==> config.mk <==
export PLATFORM = sky130hd
export DESIGN_NAME = radio_packet_framer_crc8_unit
export DESIGN_NICKNAME = d
export VERILOG_FILES = /design/src/design/rpf_pkg.sv /design/src/design/rpf_core.sv /design/src/design/rpf_serial.sv /design/src/design/radio_packet_framer_crc8_unit.sv
export SDC_FILE = /design/constraint.sdc
export NUM_CORES = 1
export LEC_CHECK = 0
export ABC_CLOCK_PERIOD_IN_PS = 7700
export BUFFER_PORTS_ARGS = -buffer_cell sky130_fd_sc_hd__clkbuf_2
export CAP_MARGIN = 0
export CORE_MARGIN = 3
export CORE_UTILIZATION = 35
export DETAILED_ROUTE_END_ITERATION = 12
export PLACE_DENSITY_LB_ADDON = 0.3
export RECOVER_POWER = 50
export SETUP_SLACK_MARGIN = 0.2
export SLEW_MARGIN = 20
export SYNTH_ARGS = -nofsm -noshare
export SYNTH_HDL_FRONTEND = slang
export SYNTH_SLANG_ARGS = --single-unit
==> constraint.sdc <==
create_clock -name clk -period 7.7 [get_ports clk]
set_input_delay 1.54 -clock clk [delete_from_list [all_inputs] [get_ports clk]]
set_output_delay 1.54 -clock clk [all_outputs]
set_load 0.01 [all_outputs]
==> src/design/rpf_pkg.sv <==
// ----------------------------------------------------------------------------
// rpf_pkg
// Types, codes and the crc-8 fold shared by the radio packet framer modules.
// ----------------------------------------------------------------------------
package rpf_pkg;

	localparam logic OP_START = 1'b0;
	localparam logic OP_BODY  = 1'b1;

	localparam logic [7:0] CRC_POLY  = 8'h8C;
	localparam logic [7:0] CRC_INIT  = 8'h00;
	localparam int         MAX_BYTES = 4;
	localparam int         CNT_W     = $clog2(MAX_BYTES + 1);
	localparam int         IDX_W     = $clog2(MAX_BYTES);

	typedef struct packed {
		logic       operation;
		logic [7:0] sequence_number;
		logic [3:0] content_type;
		logic [7:0] body_length;
		logic [7:0] body_byte;
	} rpf_in_t;

	typedef struct packed {
		logic [7:0] packet_byte;
		logic       last_of_packet;
	} rpf_out_t;

	// bytes produced by one transaction, sent in index order
	typedef struct packed {
		logic [MAX_BYTES-1:0][7:0] bytes;
		logic [CNT_W-1:0]          count;
		logic                      last;
	} rpf_burst_t;

	// reflected crc-8, one byte folded in eight shift steps
	function automatic logic [7:0] crc8_fold(input logic [7:0] crc, input logic [7:0] data);
		logic [7:0] c;
		c = crc ^ data;
		for (int k = 0; k < 8; k++) begin
			c = c[0] ? ((c >> 1) ^ CRC_POLY) : (c >> 1);
		end
		return c;
	endfunction

endpackage

==> src/design/rpf_core.sv <==
// ----------------------------------------------------------------------------
// rpf_core
// Input register, packet state and crc, builds the byte burst of each item.
// ----------------------------------------------------------------------------
module rpf_core (
	input  logic               clk,
	input  logic               arst_n,
	input  logic               in_valid,
	output logic               in_stall,
	input  rpf_pkg::rpf_in_t   in_data,
	input  logic               cfg_we,
	input  logic [7:0]         cfg_wdata,
	input  logic               can_load,
	output logic               load,
	output rpf_pkg::rpf_burst_t burst
);

	logic             valid_s1;
	rpf_pkg::rpf_in_t item_s1;
	logic [7:0]       device_id_q;
	logic             packet_open_q;
	logic [3:0]       rem_q;
	logic [7:0]       crc_q;

	logic             open_d;
	logic [3:0]       rem_d;
	logic [7:0]       crc_d;
	logic [3:0]       len;
	logic [3:0]       rem_dec;
	logic [7:0]       crc_fold;

	assign in_stall = valid_s1 && !can_load;
	assign load     = valid_s1 && can_load;

	assign len      = item_s1.body_length[3:0];
	assign rem_dec  = rem_q - 4'd1;
	assign crc_fold = rpf_pkg::crc8_fold(crc_q, item_s1.body_byte);

	always_comb begin
		burst   = '0;
		open_d  = packet_open_q;
		rem_d   = rem_q;
		crc_d   = crc_q;
		case (item_s1.operation)
			rpf_pkg::OP_START: begin
				burst.bytes[0] = device_id_q;
				burst.bytes[1] = item_s1.sequence_number;
				burst.bytes[2] = {item_s1.content_type, len};
				burst.bytes[3] = rpf_pkg::CRC_INIT;
				crc_d          = rpf_pkg::CRC_INIT;
				rem_d          = len;
				if (len == 4'd0) begin
					burst.count = rpf_pkg::CNT_W'(4);
					burst.last  = 1'b1;
					open_d      = 1'b0;
				end else begin
					burst.count = rpf_pkg::CNT_W'(3);
					open_d      = 1'b1;
				end
			end
			rpf_pkg::OP_BODY: begin
				// body bytes outside a packet give an empty burst
				if (packet_open_q) begin
					burst.bytes[0] = item_s1.body_byte;
					burst.bytes[1] = crc_fold;
					crc_d          = crc_fold;
					rem_d          = rem_dec;
					if (rem_dec == 4'd0) begin
						burst.count = rpf_pkg::CNT_W'(2);
						burst.last  = 1'b1;
						open_d      = 1'b0;
					end else begin
						burst.count = rpf_pkg::CNT_W'(1);
					end
				end
			end
			default: begin
				burst = '0;
			end
		endcase
	end

	always_ff @(posedge clk or negedge arst_n) begin
		if (!arst_n) begin
			valid_s1      <= 1'b0;
			device_id_q   <= 8'd0;
			packet_open_q <= 1'b0;
			rem_q         <= 4'd0;
			crc_q         <= rpf_pkg::CRC_INIT;
		end else begin
			if (in_valid && !in_stall) begin
				valid_s1 <= 1'b1;
			end else if (load) begin
				valid_s1 <= 1'b0;
			end
			if (cfg_we) begin
				device_id_q <= cfg_wdata;
			end
			if (load) begin
				packet_open_q <= open_d;
				rem_q         <= rem_d;
				crc_q         <= crc_d;
			end
		end
	end

	always_ff @(posedge clk) begin
		if (in_valid && !in_stall) begin
			item_s1 <= in_data;
		end
	end

`ifndef SYNTHESIS
	a_open_has_bytes: assert property (@(posedge clk) disable iff (!arst_n)
		packet_open_q |-> rem_q != 4'd0)
		else $error("open packet with no body bytes left");

	a_held_item: assert property (@(posedge clk) disable iff (!arst_n)
		valid_s1 && !can_load |=> valid_s1 && $stable(item_s1))
		else $error("held item lost or changed");
`endif

endmodule

==> src/design/rpf_serial.sv <==
// ----------------------------------------------------------------------------
// rpf_serial
// Result register that holds one burst and sends it a byte per transaction.
// ----------------------------------------------------------------------------
module rpf_serial (
	input  logic                clk,
	input  logic                arst_n,
	input  logic                load,
	input  rpf_pkg::rpf_burst_t burst,
	output logic                can_load,
	output logic                out_valid,
	input  logic                out_stall,
	output rpf_pkg::rpf_out_t   out_data
);

	logic [rpf_pkg::MAX_BYTES-1:0][7:0] bytes_q;
	logic [rpf_pkg::CNT_W-1:0]          cnt_q;
	logic [rpf_pkg::IDX_W-1:0]          idx_q;
	logic                               last_q;

	logic busy;
	logic final_byte;
	logic take;

	assign busy       = cnt_q != '0;
	assign final_byte = rpf_pkg::CNT_W'(idx_q) == cnt_q - rpf_pkg::CNT_W'(1);
	assign take       = busy && !out_stall;
	assign can_load   = !busy || (take && final_byte);

	assign out_valid               = busy;
	assign out_data.packet_byte    = bytes_q[idx_q];
	assign out_data.last_of_packet = last_q && final_byte;

	always_ff @(posedge clk or negedge arst_n) begin
		if (!arst_n) begin
			cnt_q  <= '0;
			idx_q  <= '0;
			last_q <= 1'b0;
		end else begin
			if (load) begin
				cnt_q  <= burst.count;
				idx_q  <= '0;
				last_q <= burst.last;
			end else if (take) begin
				if (final_byte) begin
					cnt_q <= '0;
				end else begin
					idx_q <= idx_q + rpf_pkg::IDX_W'(1);
				end
			end
		end
	end

	always_ff @(posedge clk) begin
		if (load) begin
			bytes_q <= burst.bytes;
		end
	end

`ifndef SYNTHESIS
	a_idx_in_range: assert property (@(posedge clk) disable iff (!arst_n)
		busy |-> rpf_pkg::CNT_W'(idx_q) < cnt_q && cnt_q <= rpf_pkg::CNT_W'(rpf_pkg::MAX_BYTES))
		else $error("byte index outside held burst");

	a_closing_burst: assert property (@(posedge clk) disable iff (!arst_n)
		busy && last_q |-> cnt_q == rpf_pkg::CNT_W'(2) || cnt_q == rpf_pkg::CNT_W'(4))
		else $error("closing burst of unexpected length");
`endif

endmodule

==> src/design/radio_packet_framer_crc8_unit.sv <==
// ----------------------------------------------------------------------------
// radio_packet_framer_crc8_unit
// Frames radio packets: header bytes, body pass-through and closing crc-8.
// ----------------------------------------------------------------------------
// path: an accepted item enters the input register, then the result register
//   once that is free; throughput: one item per cycle while each gives at most
//   one byte and out_stall is low; an item with n bytes holds the single-byte
//   output until all n go (start: 3 or 4, final body byte: 2), bounding the rate
// reset: arst_n clears device id, packet state, crc and both valid flags
module radio_packet_framer_crc8_unit (
	input  logic              clk,
	input  logic              arst_n,
	input  logic              in_valid,
	output logic              in_stall,
	input  rpf_pkg::rpf_in_t  in_data,
	output logic              out_valid,
	input  logic              out_stall,
	output rpf_pkg::rpf_out_t out_data,
	input  logic              cfg_we,
	input  logic [7:0]        cfg_wdata
);

	logic                can_load;
	logic                load;
	rpf_pkg::rpf_burst_t burst;

	rpf_core u_core (
		.clk       (clk),
		.arst_n    (arst_n),
		.in_valid  (in_valid),
		.in_stall  (in_stall),
		.in_data   (in_data),
		.cfg_we    (cfg_we),
		.cfg_wdata (cfg_wdata),
		.can_load  (can_load),
		.load      (load),
		.burst     (burst)
	);

	rpf_serial u_serial (
		.clk       (clk),
		.arst_n    (arst_n),
		.load      (load),
		.burst     (burst),
		.can_load  (can_load),
		.out_valid (out_valid),
		.out_stall (out_stall),
		.out_data  (out_data)
	);

endmodule

==> results.md <==
* Status: complete, but fails checks
* Failing checks: max-capacitance violations, max-slew violations
* Share of cells above drive strength 1 at 0.190
* Number of flops mapped to enable cells by yosys at 49
* Power per cell area at 481 nW/um2
* DR iter-0 viols at 159
* R2R depth at 5
* Met1 wire length at 3580 um
* Hold Path Depth at 2
* HP Start: u_core.crc_q[6]
* GRT Resource Usage Total at 0.140
* Die Area at 11,300 um2
* Synthesis-to-finish area growth at 15.7%
* Hold endpoint: u_core.crc_q[6]
* Mux share of post-synthesis cell area at 0.0228
* Sequential cell area fraction in the yosys report at 0.617
* WP data arrival at 2560 ps
* Worst Slack Setup Final at 3600 ps
* Commonest cells after routing, fill and taps aside: edfxtp_1, clkbuf_2, nand2_1, o21ai_0, dfrtp_1
* Clock Skew at 7.40 ps
* Switching power total at 0.782 mW
* Sequential share of power at 0.392
* CTS resizes at 0
* Final core utilization at 0.429
* Post-Syn Nets at 340
* Total clock sinks at 77
* Leakage power at 1.63 nW
* Worst setup EP type: output port
* Post-Synth XOR/XNOR Area at 0.0811
* Worst slew pin tran at 1700 ps
* Root buffer cell: clkbuf_8
* Hold Buf Count CTS at 0
* Synth Area in Simple Gates at 0.0999
* Largest family of logic cells by synthesized area: compound AO/OA/AOI/OAI gates
* Setup TNS at 0 ps
* Area after DPL at 3890 um2
* Tcrit/Tclk final at 0.532
* Reg clk slew, reported paths at 70 ps
* Final Critical Period at 4100 ps
* Syn Inst Count at 294
* Routed Wire Length at 7390 um
* Clk Latency, worst-skew pair at 350 ps
* Most common cell after layout, fill and taps aside: edfxtp_1
* Vias in the first global route at 2,332
* R2R Setup Slk at 4250 ps
* Half-perimeter wire length after placement at 5030 um
* CTS buffer count at 9
* Max Root-Sink Buffers at 2
* Comb pwr share at 0.457
* Vias/cell at 4.85
* FF-to-FF Start: u_core.item_s1[28]
* Worst path required time at 6160 ps
* Yosys cell types at 45
* Drt drc at 0
* Count of final setup violators at 0
* Synth async-reset ratio at 0.364
* Internal at 1.18 mW
* Drt first pass iters at 4
* Ant diodes at 0
* Starting density of the core at 0.370
* Final Net Count at 389
* RSZ-0062 raised after global routing: false
* Place WS at 3600 ps
* Final Hold Viols at 0
* Startpoint Class: input port
* CP startpoint: out_stall
* Met3 WL at 355 um
* First-pass GRT wire length at 12,100 um
* Mapped Area at 3520 um2
* Top Ports at 53
* Yosys warning count at 0
* Remaining antenna violation count at 0
* Postcts setup bufs at 0
* Final hold slack at 507 ps
* Die span in y at 106 um
* Final instance area at 4070 um2
* Die Width at 106 um
* Fin. max-slew vios at 29
* Initial antenna violation count at 0
* Per-cell routed wire length at 15.5 um
* Power, Total at 1.96 mW
* RR Endpoint: u_serial.bytes_q[5]
* CTS H-Tree Depth at 3
* Maximum VDD drop at 0.148 mV
* Slew headroom at -0.134
* TritonCTS clock tree: built
* DR vias at 2,313
* Min-Delay Path Class: flip-flop to flip-flop
* Highest metal used: met4
* PortBufs at 48
* Critical Path Fanout Max at 5
* Synthesis-stage register bit count at 77
* F_max at 0.244 GHz
* Post-route insts no fill at 477
* Clk pwr share at 0.152
* CP Class: input port to output port
* CORE AREA at 9500 um2
* Max Cap Viol at 1
* Cell Rows at 35
* Primary FF master, synth: edfxtp_1
* Synth Area in Compound Gates at 0.129
* Adder-cell share of the synthesized area at 0.0142
* Sw Ratio at 0.399
* GRT overflow at 0
* Wire length on met2 at 3330 um
* Gpl congestion at 0.741
* Inst Count DP at 461
* Synth Area per Inst at 12.0 um2
* Largest net degree at the start of global routing at 33
## layout make-up
| class | count | area, um2 |
|---|---|---|
| Clock inverter | 6 | 63.8 |
| Inverter | 22 | 82.6 |
| Clock buffer | 10 | 128 |
| Multi-Input combinational cell | 183 | 1220 |
| Fill cell | 902 | 5430 |
| Tap cell | 129 | 161 |
| Timing Repair Buffer | 50 | 246 |
| Sequential cell | 77 | 2170 |
## per-layer routing
metal | GRT usage | vias to the layer above
met1 | 0.194 | 1106
met3 | 0.0273 | 9
met5 | 0 | -
met4 | 0.0592 | 0
li1 | - | 1136
met2 | 0.214 | 62
## logic make-up (layout without fill, tap and decap cells)
| logic type | after synthesis | in the layout |
|---|---|---|
| AOI/OAI and AO/OA | 69 | 69 |
| muxes | 8 | 8 |
| DFF | 77 | 77 |
| and+or+nand+nor | 75 | 75 |
| xor gates and xnor gates | 27 | 27 |
| buffers and inverters | 34 | 88 |
| adders and majority gates | 4 | 4 |
## state kept, by name, indices dropped and copies added (netlist names)
signal,flops
u_serial.idx_q,2
u_core.item_s1,25
u_core.rem_q,4
u_core.crc_q,8
u_core.device_id_q,8
u_core.valid_s1,1
u_serial.cnt_q,3
u_serial.last_q,1
u_serial.bytes_q,24
u_core.packet_open_q,1
## power groups by stage
| stage | clock [mW] | sequential [mW] | combinational (mW) |
|---|---|---|---|
| 2_1_floorplan | 0 | 0.734 | 0.697 |
| 3_3_place_gp | 0 | 0.772 | 0.882 |
| 3_5_place_dp | 0 | 0.778 | 0.904 |
| 4_1_cts | 0.304 | 0.769 | 0.907 |
| 5_1_grt | 0.324 | 0.786 | 1.01 |
| 6_report | 0.297 | 0.767 | 0.895 |
## cell usage after synthesis (2+ instances only)
cell type,number,area (um2)
a31o_1,2,17.5
nand2_1,34,128
nand3_1,4,20.0
a21o_1,3,22.5
inv_1,22,82.6
o2bb2ai_1,5,43.8
a31oi_1,3,18.8
clkbuf_1,11,41.3
a22o_1,3,26.3
nor2_1,11,41.3
ha_1,4,50.1
a21oi_1,3,15.0
and2_1,3,18.8
o21ai_0,32,160
o21a_1,3,22.5
mux2i_1,8,80.1
o31ai_1,3,22.5
o22ai_1,2,12.5
a32o_1,2,20.0
dfrtp_1,28,701
nor2b_1,11,68.8
edfxtp_1,49,1470
xor2_1,7,61.3
xnor2_1,16,140
nor3_1,4,20.0
nor4_1,2,12.5
## critical path, stage by stage
cell and delay (ps):
clkbuf_1 130, nor4_1 520, nor2_1 80, nand2_1 120, inv_1 40, clkbuf_2 120
## worst max-delay path by stage
stage                     to  cells past startpoint
global route        in_stall                      6
global placement    in_stall                      6
floorplan           in_stall                      4
CTS                 in_stall                      6
finish              in_stall                      6
detailed placement  in_stall                      6
No activity file was read; power rests on OpenSTA's default activity.
